$ cat config.mk
export PLATFORM = sky130hd
export DESIGN_NAME = byte_range_decimal_parser_flat
export DESIGN_NICKNAME = d
export VERILOG_FILES = /design/src/brdp_pkg.sv /design/src/brdp_if.sv /design/src/byte_range_decimal_parser.sv /design/src/flat_wrapper.sv
export SDC_FILE = /design/constraint.sdc
export NUM_CORES = 1
export LEC_CHECK = 0
export ABC_AREA = 1
export BUFFER_PORTS_ARGS = -buffer_cell sky130_fd_sc_hd__buf_4
export CAP_MARGIN = 20
export CORE_UTILIZATION = 40
export DETAILED_ROUTE_END_ITERATION = 8
export GPL_TIMING_DRIVEN = 0
export PLACE_DENSITY_LB_ADDON = 0.15
export SLEW_MARGIN = 10
export SYNTH_ARGS = -nofsm -noshare
export SYNTH_HDL_FRONTEND = slang
export SYNTH_SLANG_ARGS = --single-unit
export TNS_END_PERCENT = 5
$ cat constraint.sdc
create_clock -name i_clk -period 2.2 [get_ports i_clk]
set_input_delay 0.44 -clock i_clk [delete_from_list [all_inputs] [get_ports i_clk]]
set_output_delay 0.44 -clock i_clk [all_outputs]
set_load 0.005 [all_outputs]
$ cat src/brdp_pkg.sv
// brdp_pkg: shared types and constants of the byte range decimal parser
// no dependencies; used by the interfaces, the top level and the checker
package brdp_pkg;

    localparam int unsigned MAX_VALUE_DEF = 255;
    localparam int unsigned CH_W          = 8;
    localparam int unsigned VALUE_W       = 8;

    localparam logic [CH_W-1:0] CH_SPACE = 8'h20;
    localparam logic [CH_W-1:0] CH_TAB   = 8'h09;
    localparam logic [CH_W-1:0] CH_PLUS  = 8'h2B;
    localparam logic [CH_W-1:0] CH_MINUS = 8'h2D;
    localparam logic [CH_W-1:0] CH_ZERO  = 8'h30;
    localparam logic [CH_W-1:0] CH_NINE  = 8'h39;

    typedef enum logic [1:0] {
        PH_LEAD  = 2'd0,
        PH_DIGIT = 2'd1,
        PH_TRAIL = 2'd2,
        PH_ERR   = 2'd3
    } t_phase;

endpackage

$ cat src/brdp_if.sv
// brdp_if: valid/ready channel interfaces for characters and results
// depends on brdp_pkg for field widths
interface brdp_in_if;
    logic                        valid;
    logic                        ready;
    logic [brdp_pkg::CH_W-1:0]   ch;
    logic                        is_end;

    modport source (output valid, output ch, output is_end, input ready);
    modport sink   (input valid, input ch, input is_end, output ready);
endinterface

interface brdp_out_if;
    logic                         valid;
    logic                         ready;
    logic [brdp_pkg::VALUE_W-1:0] value;
    logic                         error;

    modport source (output valid, output value, output error, input ready);
    modport sink   (input valid, input value, input error, output ready);
endinterface

$ cat src/byte_range_decimal_parser.sv
// byte_range_decimal_parser: top level, decimal text field to byte value
// depends on brdp_pkg and the channel interfaces in brdp_if.sv
//
// The block takes one character per transfer on i_in and a terminator transfer
// (is_end high) that closes the field. Leading spaces and tabs are skipped, an
// optional '+' is taken, a '-' is an error; digits then accumulate and the
// field is in error once the value passes MAX_VALUE. Only spaces and tabs may
// follow the digits. On the terminator one result transfer leaves on o_res
// with the value (0 when error is set, low 8 bits when MAX_VALUE is above 255)
// and the error flag, and the parser returns to its start state. Throughput is
// one character per cycle while no terminator stalls: each transfer lands in an
// input register, and the next cycle character compares plus a multiply-by-ten
// add update the phase and accumulator. A terminator then loads the result
// register, waiting in the input register while an earlier result is untaken.
// The result register frees the input side, so characters keep flowing while a
// result waits; only a second terminator stalls behind an untaken result.
module byte_range_decimal_parser #(
    parameter int unsigned MAX_VALUE = brdp_pkg::MAX_VALUE_DEF
) (
    input  logic              i_clk,
    input  logic              i_rst_n,
    brdp_in_if.sink           i_in,
    brdp_out_if.source        o_res
);

    // accumulator holds 0..MAX_VALUE; one more digit needs four more bits
    localparam int unsigned ACC_W = $clog2(MAX_VALUE + 1);
    localparam int unsigned NXT_W = ACC_W + 4;
    localparam int unsigned EXT_W = ACC_W + brdp_pkg::VALUE_W;

    // input register
    logic                          r_in_valid;
    logic [brdp_pkg::CH_W-1:0]     r_ch;
    logic                          r_is_end;

    // parser state
    brdp_pkg::t_phase              r_phase, n_phase;
    logic [ACC_W-1:0]              r_acc, n_acc;

    // result register
    logic                          r_out_valid;
    logic [brdp_pkg::VALUE_W-1:0]  r_value, n_value;
    logic                          r_error, n_error;

    logic                          out_free;
    logic                          s1_go;
    logic                          in_take;
    logic                          is_blank;
    logic                          is_digit;
    logic [3:0]                    dig;
    logic [NXT_W-1:0]              acc_next;
    logic                          overflow;
    logic [EXT_W-1:0]              acc_ext;

    // result slot is free when empty or being taken this cycle
    assign out_free = !r_out_valid || o_res.ready;
    // a character always moves on; a terminator needs the result slot
    assign s1_go    = r_in_valid && (!r_is_end || out_free);
    assign i_in.ready = !r_in_valid || s1_go;
    assign in_take  = i_in.valid && i_in.ready;

    assign o_res.valid = r_out_valid;
    assign o_res.value = r_value;
    assign o_res.error = r_error;

    // character classes
    assign is_blank = (r_ch == brdp_pkg::CH_SPACE) || (r_ch == brdp_pkg::CH_TAB);
    assign is_digit = (r_ch >= brdp_pkg::CH_ZERO) && (r_ch <= brdp_pkg::CH_NINE);
    assign dig      = r_ch[3:0];  // '0'..'9' carry the digit in the low nibble

    // acc * 10 + digit as two shifts and an add
    assign acc_next = (NXT_W'(r_acc) << 3) + (NXT_W'(r_acc) << 1) + NXT_W'(dig);
    assign overflow = acc_next > NXT_W'(MAX_VALUE);

    // output value is the low byte of the accumulator
    assign acc_ext  = {{brdp_pkg::VALUE_W{1'b0}}, r_acc};

    always_comb begin
        n_phase = r_phase;
        n_acc   = r_acc;
        n_value = r_value;
        n_error = r_error;
        if (r_is_end) begin
            // emit and restart
            n_error = (r_phase == brdp_pkg::PH_ERR);
            n_value = n_error ? '0 : acc_ext[brdp_pkg::VALUE_W-1:0];
            n_phase = brdp_pkg::PH_LEAD;
            n_acc   = '0;
        end else begin
            case (r_phase)
                brdp_pkg::PH_LEAD: begin
                    if (is_blank) begin
                        n_phase = brdp_pkg::PH_LEAD;
                    end else if (r_ch == brdp_pkg::CH_PLUS) begin
                        n_phase = brdp_pkg::PH_DIGIT;
                    end else if (is_digit) begin
                        n_phase = overflow ? brdp_pkg::PH_ERR : brdp_pkg::PH_DIGIT;
                        if (!overflow) begin
                            n_acc = acc_next[ACC_W-1:0];
                        end
                    end else begin
                        // minus sign or any stray character
                        n_phase = brdp_pkg::PH_ERR;
                    end
                end
                brdp_pkg::PH_DIGIT: begin
                    if (is_digit) begin
                        n_phase = overflow ? brdp_pkg::PH_ERR : brdp_pkg::PH_DIGIT;
                        if (!overflow) begin
                            n_acc = acc_next[ACC_W-1:0];
                        end
                    end else if (is_blank) begin
                        n_phase = brdp_pkg::PH_TRAIL;
                    end else begin
                        n_phase = brdp_pkg::PH_ERR;
                    end
                end
                brdp_pkg::PH_TRAIL: begin
                    if (!is_blank) begin
                        n_phase = brdp_pkg::PH_ERR;
                    end
                end
                default: begin
                    // error is sticky until the terminator
                    n_phase = brdp_pkg::PH_ERR;
                end
            endcase
        end
    end

    // input register
    always_ff @(posedge i_clk) begin
        if (!i_rst_n) begin
            r_in_valid <= 1'b0;
        end else if (i_in.ready) begin
            r_in_valid <= i_in.valid;
        end
    end

    always_ff @(posedge i_clk) begin
        if (in_take) begin
            r_ch     <= i_in.ch;
            r_is_end <= i_in.is_end;
        end
    end

    // parser state
    always_ff @(posedge i_clk) begin
        if (!i_rst_n) begin
            r_phase <= brdp_pkg::PH_LEAD;
            r_acc   <= '0;
        end else if (s1_go) begin
            r_phase <= n_phase;
            r_acc   <= n_acc;
        end
    end

    // result register
    always_ff @(posedge i_clk) begin
        if (!i_rst_n) begin
            r_out_valid <= 1'b0;
        end else if (s1_go && r_is_end) begin
            r_out_valid <= 1'b1;
        end else if (o_res.ready) begin
            r_out_valid <= 1'b0;
        end
    end

    always_ff @(posedge i_clk) begin
        if (s1_go && r_is_end) begin
            r_value <= n_value;
            r_error <= n_error;
        end
    end

endmodule

$ cat src/flat_wrapper.sv
// flat-port wrapper written by rule: the top's interface ports become plain ports
module byte_range_decimal_parser_flat 
#(
    parameter int unsigned MAX_VALUE = brdp_pkg::MAX_VALUE_DEF
)
  (i_clk, i_rst_n, i_in_valid, i_in_ch, i_in_is_end, i_in_ready, o_res_valid, o_res_value, o_res_error, o_res_ready);
  brdp_in_if i_in_i ();
  brdp_out_if o_res_i ();
  input  logic i_clk;
  input  logic i_rst_n;
  input wire logic [$bits(i_in_i.valid)-1:0] i_in_valid;
  input wire logic [$bits(i_in_i.ch)-1:0] i_in_ch;
  input wire logic [$bits(i_in_i.is_end)-1:0] i_in_is_end;
  output wire logic [$bits(i_in_i.ready)-1:0] i_in_ready;
  output wire logic [$bits(o_res_i.valid)-1:0] o_res_valid;
  output wire logic [$bits(o_res_i.value)-1:0] o_res_value;
  output wire logic [$bits(o_res_i.error)-1:0] o_res_error;
  input wire logic [$bits(o_res_i.ready)-1:0] o_res_ready;
  assign i_in_i.valid = i_in_valid;
  assign i_in_i.ch = i_in_ch;
  assign i_in_i.is_end = i_in_is_end;
  assign i_in_ready = i_in_i.ready;
  assign o_res_valid = o_res_i.valid;
  assign o_res_value = o_res_i.value;
  assign o_res_error = o_res_i.error;
  assign o_res_i.ready = o_res_ready;
  byte_range_decimal_parser #(.MAX_VALUE(MAX_VALUE)) u_core (.i_clk(i_clk), .i_rst_n(i_rst_n), .i_in(i_in_i), .o_res(o_res_i));
endmodule
# Yosys cells after proc, flatten, opt, wreduce, memory -nomap -nowiden
# Cells that the tools add are included.
dict set report totals {
  regBits 30
  latchBits 0
  ramBits 0
  romBits 0
  input_bits 13
  out_inout_bits 11
  wordCells 56
  mem_count 0
}
dict set report classes {
  addsub 2
  n_mul 0
  div 0
  n_lt_le_gt_ge 3
  n_eq_ne 9
  shifts 0
  muxes 17
  n_bitwise 0
  reduce_logical 17
}
# op n
set ops {}
lappend ops {{$mux W8} 5}
lappend ops {{$eq A8 B6 Y1 const B} 2}
lappend ops {{$pmux W8 S2} 1}
lappend ops {{$mux W2} 7}
lappend ops {{$add A11 B9 Y12} 1}
lappend ops {{$add A12 B4 Y12} 1}
lappend ops {{$gt A12 B8 Y1 const B} 1}
lappend ops {{$ne A3 B2 Y1 const B} 3}
lappend ops {{$eq A8 B4 Y1 const B} 1}
lappend ops {{$ge A8 B6 Y1 const B} 1}
lappend ops {{$le A8 B6 Y1 const B} 1}
lappend ops {{$pmux W2 S3} 1}
lappend ops {{$eq A2 B2 Y1 const B} 2}
lappend ops {{$logic_and A1 B1 Y1} 4}
lappend ops {{$logic_or A1 B1 Y1} 4}
lappend ops {{$reduce_and A2 Y1} 2}
lappend ops {{$reduce_and A4 Y1} 1}
lappend ops {{$logic_not A1 Y1} 3}
lappend ops {{$mux W1} 3}
lappend ops {{$reduce_bool A3 Y1} 1}
lappend ops {{$eq A2 B1 Y1 const B} 1}
lappend ops {{$logic_not A2 Y1} 1}
lappend ops {{$reduce_bool A2 Y1} 1}

# Logic depth before layout (Yosys ltp)
dict set report depth {
  depth_word 9
  ltp_mapped 17
  ltp_nobuf 17
}

# Worst setup path after synthesis
# OpenSTA, ideal clock, no wires.
dict set report synth_path {
  path_kind {register to register}
  start {register u_core.r_acc[0]}
  end {register u_core.r_phase[1]}
  setup_ps 115
  arrival_time_ps 2278
  t_required_ps 2085
  setup_slack_ps -192
  path_stages_with_launch 15
  path_buffers 0
  synth_period_minus_slack_ps 2392
  cell_sequence {dfxtp_1 inv_1 fa_1 fa_1 inv_1 nand2_1 nand2_1 nand3b_1 nand2_1 nand2_1 nand2_1 nand2_2 nor2_8 nor2_1 o21a_1}
}
dict set report synth_between {
  elab_chain_cells 9
  word_cells_on_any_way 10
  classes_between {add/sub: 2; order compare: 1; mux: 7}
}
# element line
set synth_lines {}
lappend synth_lines {{start, declared} byte_range_decimal_parser.sv:38} ;# logic [ACC_W-1:0] r_acc, n_acc;
lappend synth_lines {{start signal, assigned} byte_range_decimal_parser.sv:154} ;# r_acc <= n_acc;
lappend synth_lines {{$add A11 B9 Y12 (*)} byte_range_decimal_parser.sv:72} ;# assign acc_next = (NXT_W'(r_acc) << 3) + (NXT_W'(r_acc) << 1) + NXT_W'(dig);
lappend synth_lines {{$add A12 B4 Y12 (*)} byte_range_decimal_parser.sv:72}
lappend synth_lines {{$gt A12 B8 Y1 (*)} byte_range_decimal_parser.sv:73} ;# assign overflow = acc_next > NXT_W'(MAX_VALUE);
lappend synth_lines {{$mux W2 (*)} {byte_range_decimal_parser.sv:97, byte_range_decimal_parser.sv:108}}
lappend synth_lines {{$mux W2} byte_range_decimal_parser.sv:96} ;# end else if (is_digit) begin
lappend synth_lines {{$mux W2} byte_range_decimal_parser.sv:94} ;# end else if (r_ch == brdp_pkg::CH_PLUS) begin
lappend synth_lines {{$mux W2} byte_range_decimal_parser.sv:92} ;# if (is_blank) begin
lappend synth_lines {{$pmux W2 S3 (*)} byte_range_decimal_parser.sv:90} ;# case (r_phase)
lappend synth_lines {{$mux W2 (*)} byte_range_decimal_parser.sv:83} ;# if (r_is_end) begin
lappend synth_lines {{end signal, assigned} byte_range_decimal_parser.sv:150} ;# r_phase <= brdp_pkg::PH_LEAD;
lappend synth_lines {{end signal, assigned} byte_range_decimal_parser.sv:153} ;# r_phase <= n_phase;
lappend synth_lines {{end, declared} byte_range_decimal_parser.sv:37} ;# brdp_pkg::t_phase r_phase, n_phase;
# Every way passes the cells marked *; elsewhere a longest branch is shown, timed or not.
# A chain may end at the register's enable or synchronous reset.

# Worst setup path after layout
dict set report layout_path {
  start {register u_core.r_ch[2] (netlist bit)}
  end {register u_core.r_acc[5]}
}
dict set report layout_between {
  elab_chain_cells 8
  word_cells_on_any_way 18
  classes_between {add/sub: 1; order compare: 3; eq/ne: 5; mux: 6; reduce/logical: 3}
}
# element line
set layout_lines {}
lappend layout_lines {{start, declared} byte_range_decimal_parser.sv:33} ;# logic [brdp_pkg::CH_W-1:0] r_ch;
lappend layout_lines {{start signal, assigned} byte_range_decimal_parser.sv:142} ;# r_ch <= i_in.ch;
lappend layout_lines {{$add A12 B4 Y12} byte_range_decimal_parser.sv:72}
lappend layout_lines {{$gt A12 B8 Y1} byte_range_decimal_parser.sv:73}
lappend layout_lines {{$mux W8} {byte_range_decimal_parser.sv:98, byte_range_decimal_parser.sv:109}}
lappend layout_lines {{$mux W8} byte_range_decimal_parser.sv:107} ;# if (is_digit) begin
lappend layout_lines {{$mux W8} byte_range_decimal_parser.sv:94}
lappend layout_lines {{$mux W8} byte_range_decimal_parser.sv:92}
lappend layout_lines {{$pmux W8 S2} byte_range_decimal_parser.sv:90}
lappend layout_lines {{$mux W8} byte_range_decimal_parser.sv:83}
# Several ways; a longest one is shown, not always the timed one. The select of a mux whose other input is x is not followed.

==> summary.txt <==
RUN STATUS
--------------------------------------------------------------------------------
Result of the run ................................................. finished, violations left
Failing checks .................................................... negative setup slack

TIMING
--------------------------------------------------------------------------------
Relative slew slack ...............................................       0.7789
Count of endpoints failing setup in the final report ..............            9
Final clock skew ..................................................  0.005539 ns
Number of max-slew violations in the final report .................            0
Min Hold Slack ....................................................    0.3355 ns
Clock period minus worst slack ....................................     2.423 ns
Achievable Freq ...................................................    412.7 MHz
Unrepaired setup endpoints after global routing ...................         true
Period utilization ................................................        1.101
Least setup slack across all paths after layout ...................   -0.2229 ns
Transition at the pin with the smallest max-transition slack ......    0.3313 ns
Final count of hold timing violations .............................            0

CLOCK NETWORK
--------------------------------------------------------------------------------
Post-cts hold buffer count ........................................            0
CTS tree ..........................................................         done
Largest buffer count on any clock path ............................            2
Sink count of the clock tree ......................................           30
Clock latency reported for the late side of the worst-skew pair ...      0.28 ns
H-tree depth reported by CTS ......................................            2
CTS Root Buffer Type .............................................. sky130_fd_sc_hd__clkbuf_8
Number of buffers created by CTS ..................................            5
Clk pin slew, worst setup/hold paths ..............................      0.07 ns

WORST HOLD PATH
--------------------------------------------------------------------------------
Path class of the lowest-slack min-delay path .....................    in -> reg

LOGIC SYNTHESIS
--------------------------------------------------------------------------------
Sequential fraction of the synthesis area .........................       0.4092
Yosys synthesis warning count .....................................            0
Netlist area before placement .....................................     1908 µm²
Total of flip-flops plus latches after synthesis ..................           30
Synth top area cells .............................................. sky130_fd_sc_hd__edfxtp_1 (28%), sky130_fd_sc_hd__dfxtp_1 (13%), sky130_fd_sc_hd__nand2_1 (12%), sky130_fd_sc_hd__ha_1 (9.8%), sky130_fd_sc_hd__inv_1 (9.0%)
Share of the synthesized area in the top cell type ................       0.2833
Synthesized netlist net count .....................................          273
Mean instance size in the synthesized netlist .....................    7.852 µm²
Cell variety after synth ..........................................           25
Cell accounting for the most synthesized area ..................... sky130_fd_sc_hd__edfxtp_1
Count of mapped cells out of synthesis ............................          243

DETAILED ROUTING
--------------------------------------------------------------------------------
Aggregate routed wire length ......................................      3499 µm
ANT nets after route ..............................................            0
# DRC .............................................................            0
Drt first-iter violations .........................................           72
Average via count per standard cell ...............................        4.713
WL/cell ...........................................................     10.67 µm
Length of the first detailed-routing pass in iterations ...........            6
Number of vias after detailed routing .............................        1,546

FINAL LAYOUT
--------------------------------------------------------------------------------
Fin cells .........................................................          328
FF+latch area .....................................................    783.3 µm²
Share of post-route cells with drive strength above 1 .............       0.2065
NumNets Final .....................................................          305
Most common library cell in the layout ignoring fill and taps ..... sky130_fd_sc_hd__nand2_1
Inserted Diodes ...................................................            0
Total of fill cells in the finished design ........................          432
Relative area change from synthesis to final layout ...............       19.54%
Multi-input gate area .............................................    965.9 µm²
Most frequent cells in the layout ................................. sky130_fd_sc_hd__nand2_1 (59), sky130_fd_sc_hd__inv_1 (42), sky130_fd_sc_hd__nor2_1 (25), sky130_fd_sc_hd__buf_4 (25)

DIE
--------------------------------------------------------------------------------
Total Die Area ....................................................     5050 µm²
Top Ports .........................................................           24
Starting Density ..................................................       0.4265
Standard-cell row count ...........................................           24
Die outline height ................................................     71.07 µm
Width of the chip .................................................     71.07 µm
Area inside the core boundary .....................................     4474 µm²

GRT
--------------------------------------------------------------------------------
Number of global-route vias before repair .........................        1,434
Pin count of the biggest net entering global routing ..............           11
Number of antenna violations at the first check in global routing .            0
Grt ovf ...........................................................            0
Total global routing track utilization ............................       0.1585
First-pass GRT wire length ........................................      6141 µm

SETUP PATH
--------------------------------------------------------------------------------
Required time of the critical path ................................      2.41 ns
Path type of the worst setup path .................................   reg -> reg
Data arrival time of the critical path ............................      2.63 ns
Crit path launch type .............................................    flip-flop
Biggest fanout along the worst timing path ........................            8
Critical path capture point type ..................................    flip-flop

PLACED DESIGN
--------------------------------------------------------------------------------
DP Wirelength .....................................................      2795 µm
Placer's final routability congestion estimate ....................       0.7892
Number of placed instances with taps included .....................          318
Worst Setup Slack post-DPL ........................................   -0.3269 ns
Count of port buffers added during placement ......................           23

POWER AND IR DROP
--------------------------------------------------------------------------------
Total leakage power ...............................................     1.135 nW
Worst IR Drop VDD .................................................    0.3535 mV
Power per cell area ............................................... 514.0 nW/µm²

RUN
--------------------------------------------------------------------------------
Number of max-cap violations ......................................            0

critical path, stage by stage, from the launching register on:
cell and delay [ns]:
sky130_fd_sc_hd__edfxtp_1 0.41, sky130_fd_sc_hd__ha_1 0.30, sky130_fd_sc_hd__ha_2 0.18, sky130_fd_sc_hd__inv_2 0.05, sky130_fd_sc_hd__fa_2 0.39, sky130_fd_sc_hd__inv_2 0.06, sky130_fd_sc_hd__nand2_2 0.06, sky130_fd_sc_hd__nand2_2 0.08
sky130_fd_sc_hd__nand3b_1 0.12, sky130_fd_sc_hd__nand2_1 0.10, sky130_fd_sc_hd__nand2_1 0.05, sky130_fd_sc_hd__nand2_1 0.07, sky130_fd_sc_hd__nand2_2 0.09, sky130_fd_sc_hd__nor2_8 0.15, sky130_fd_sc_hd__nand4_1 0.12, sky130_fd_sc_hd__a21oi_1 0.14
cell families after synthesis:
kind of cell,share of synthesized area
buffers and inverters,0.09640
AND/OR/NAND/NOR,0.2997
XOR/XNOR,0.01377
flip-flops,0.4092
AO/OA/AOI/OAI,0.06164
adder cells (fa/ha/maj),0.1193
stage by stage:
stage               setup TNS [ns]   power, W  utilization  instance area (µm²)
finish                      -1.836   0.001172       0.5098                 2281
global placement            -2.519  0.0007252       0.4807                 2151
CTS                         -1.952   0.001185       0.5098                 2281
floorplan                  -0.1001  0.0006893            -                 1913
detailed placement          -2.456  0.0007269       0.4807                 2151
global route                -3.604   0.001226       0.5098                 2281
power by group:
group	internal (W)	total [W]	switching [W]	leakage [nW]
logic	0.0000414	0.0000925	0.0000512	0.813
clock network	0.000251	0.000455	0.000204	0.0472
registers	0.000614	0.000625	0.0000112	0.275
path summary, 6_finish.rpt:
path | start | to | slack [ns] | depth (start not counted)
setup / recovery | u_core.r_ch[2] | u_core.r_acc[5] | -0.22 | 15
hold / removal | i_in_ch[6] | u_core.r_ch[6] | 0.34 | 1
setup reg to reg | u_core.r_ch[2] | u_core.r_acc[5] | -0.22 | 15
hold reg to reg | u_core.r_acc[2] | u_core.r_acc[2] | 0.51 | 2
Yosys cell counts:
cell                        n
sky130_fd_sc_hd__dfxtp_1   12
sky130_fd_sc_hd__o21a_1     2
sky130_fd_sc_hd__xor2_1     1
sky130_fd_sc_hd__nand3b_1   1
sky130_fd_sc_hd__a41oi_1    1
sky130_fd_sc_hd__nand3_1   18
sky130_fd_sc_hd__a21oi_1   10
sky130_fd_sc_hd__nand2_1   61
sky130_fd_sc_hd__a21oi_2    2
sky130_fd_sc_hd__edfxtp_1  18
sky130_fd_sc_hd__nor2_1    27
sky130_fd_sc_hd__clkinv_1   3
sky130_fd_sc_hd__nor2_2     1
sky130_fd_sc_hd__xnor2_1    2
sky130_fd_sc_hd__nor2_8     1
sky130_fd_sc_hd__a21oi_4    1
sky130_fd_sc_hd__nand4_1    7
sky130_fd_sc_hd__and2_1     2
sky130_fd_sc_hd__inv_1     46
sky130_fd_sc_hd__fa_1       2
sky130_fd_sc_hd__nand3_2    3
sky130_fd_sc_hd__nand2_2    4
sky130_fd_sc_hd__o21ai_0    2
sky130_fd_sc_hd__or2_1      1
sky130_fd_sc_hd__ha_1      15
flip-flops by register name (all words and copies together) (netlist names):
name                flops
u_core.o_res.error      1
u_core.o_res.valid      1
u_core.o_res.value      8
u_core.r_acc            8
u_core.r_ch             8
u_core.r_in_valid       1
u_core.r_is_end         1
u_core.r_phase          2
per-layer routing:
metal | up-vias | GRT usage | part of all wire
li1 | 840 | - | -
met1 | 675 | 0.2104 | 0.50
met2 | 26 | 0.2500 | 0.45
met3 | 5 | 0.04416 | 0.037
met4 | 0 | 0.05333 | 0.011
met5 | - | 0 | 0
repair_timing:
item | 4_1_cts | 5_1_grt
setup endpoints to repair | 9 | 9
setup buffers | 2 | 0
gates resized for setup | 9 | 1
pin swaps | 4 | 0
hold endpoints to repair | 0 | 0
area by class of cell:
class | count | area share
multi-input combinational | 164 | 0.4235
sequential | 30 | 0.3434
timing repair buffer | 25 | 0.08228
inverter | 49 | 0.08064
clock buffer | 6 | 0.03620
tap | 52 | 0.02852
clock inverter | 2 | 0.005485
No activity file was read; power rests on OpenSTA's default activity.
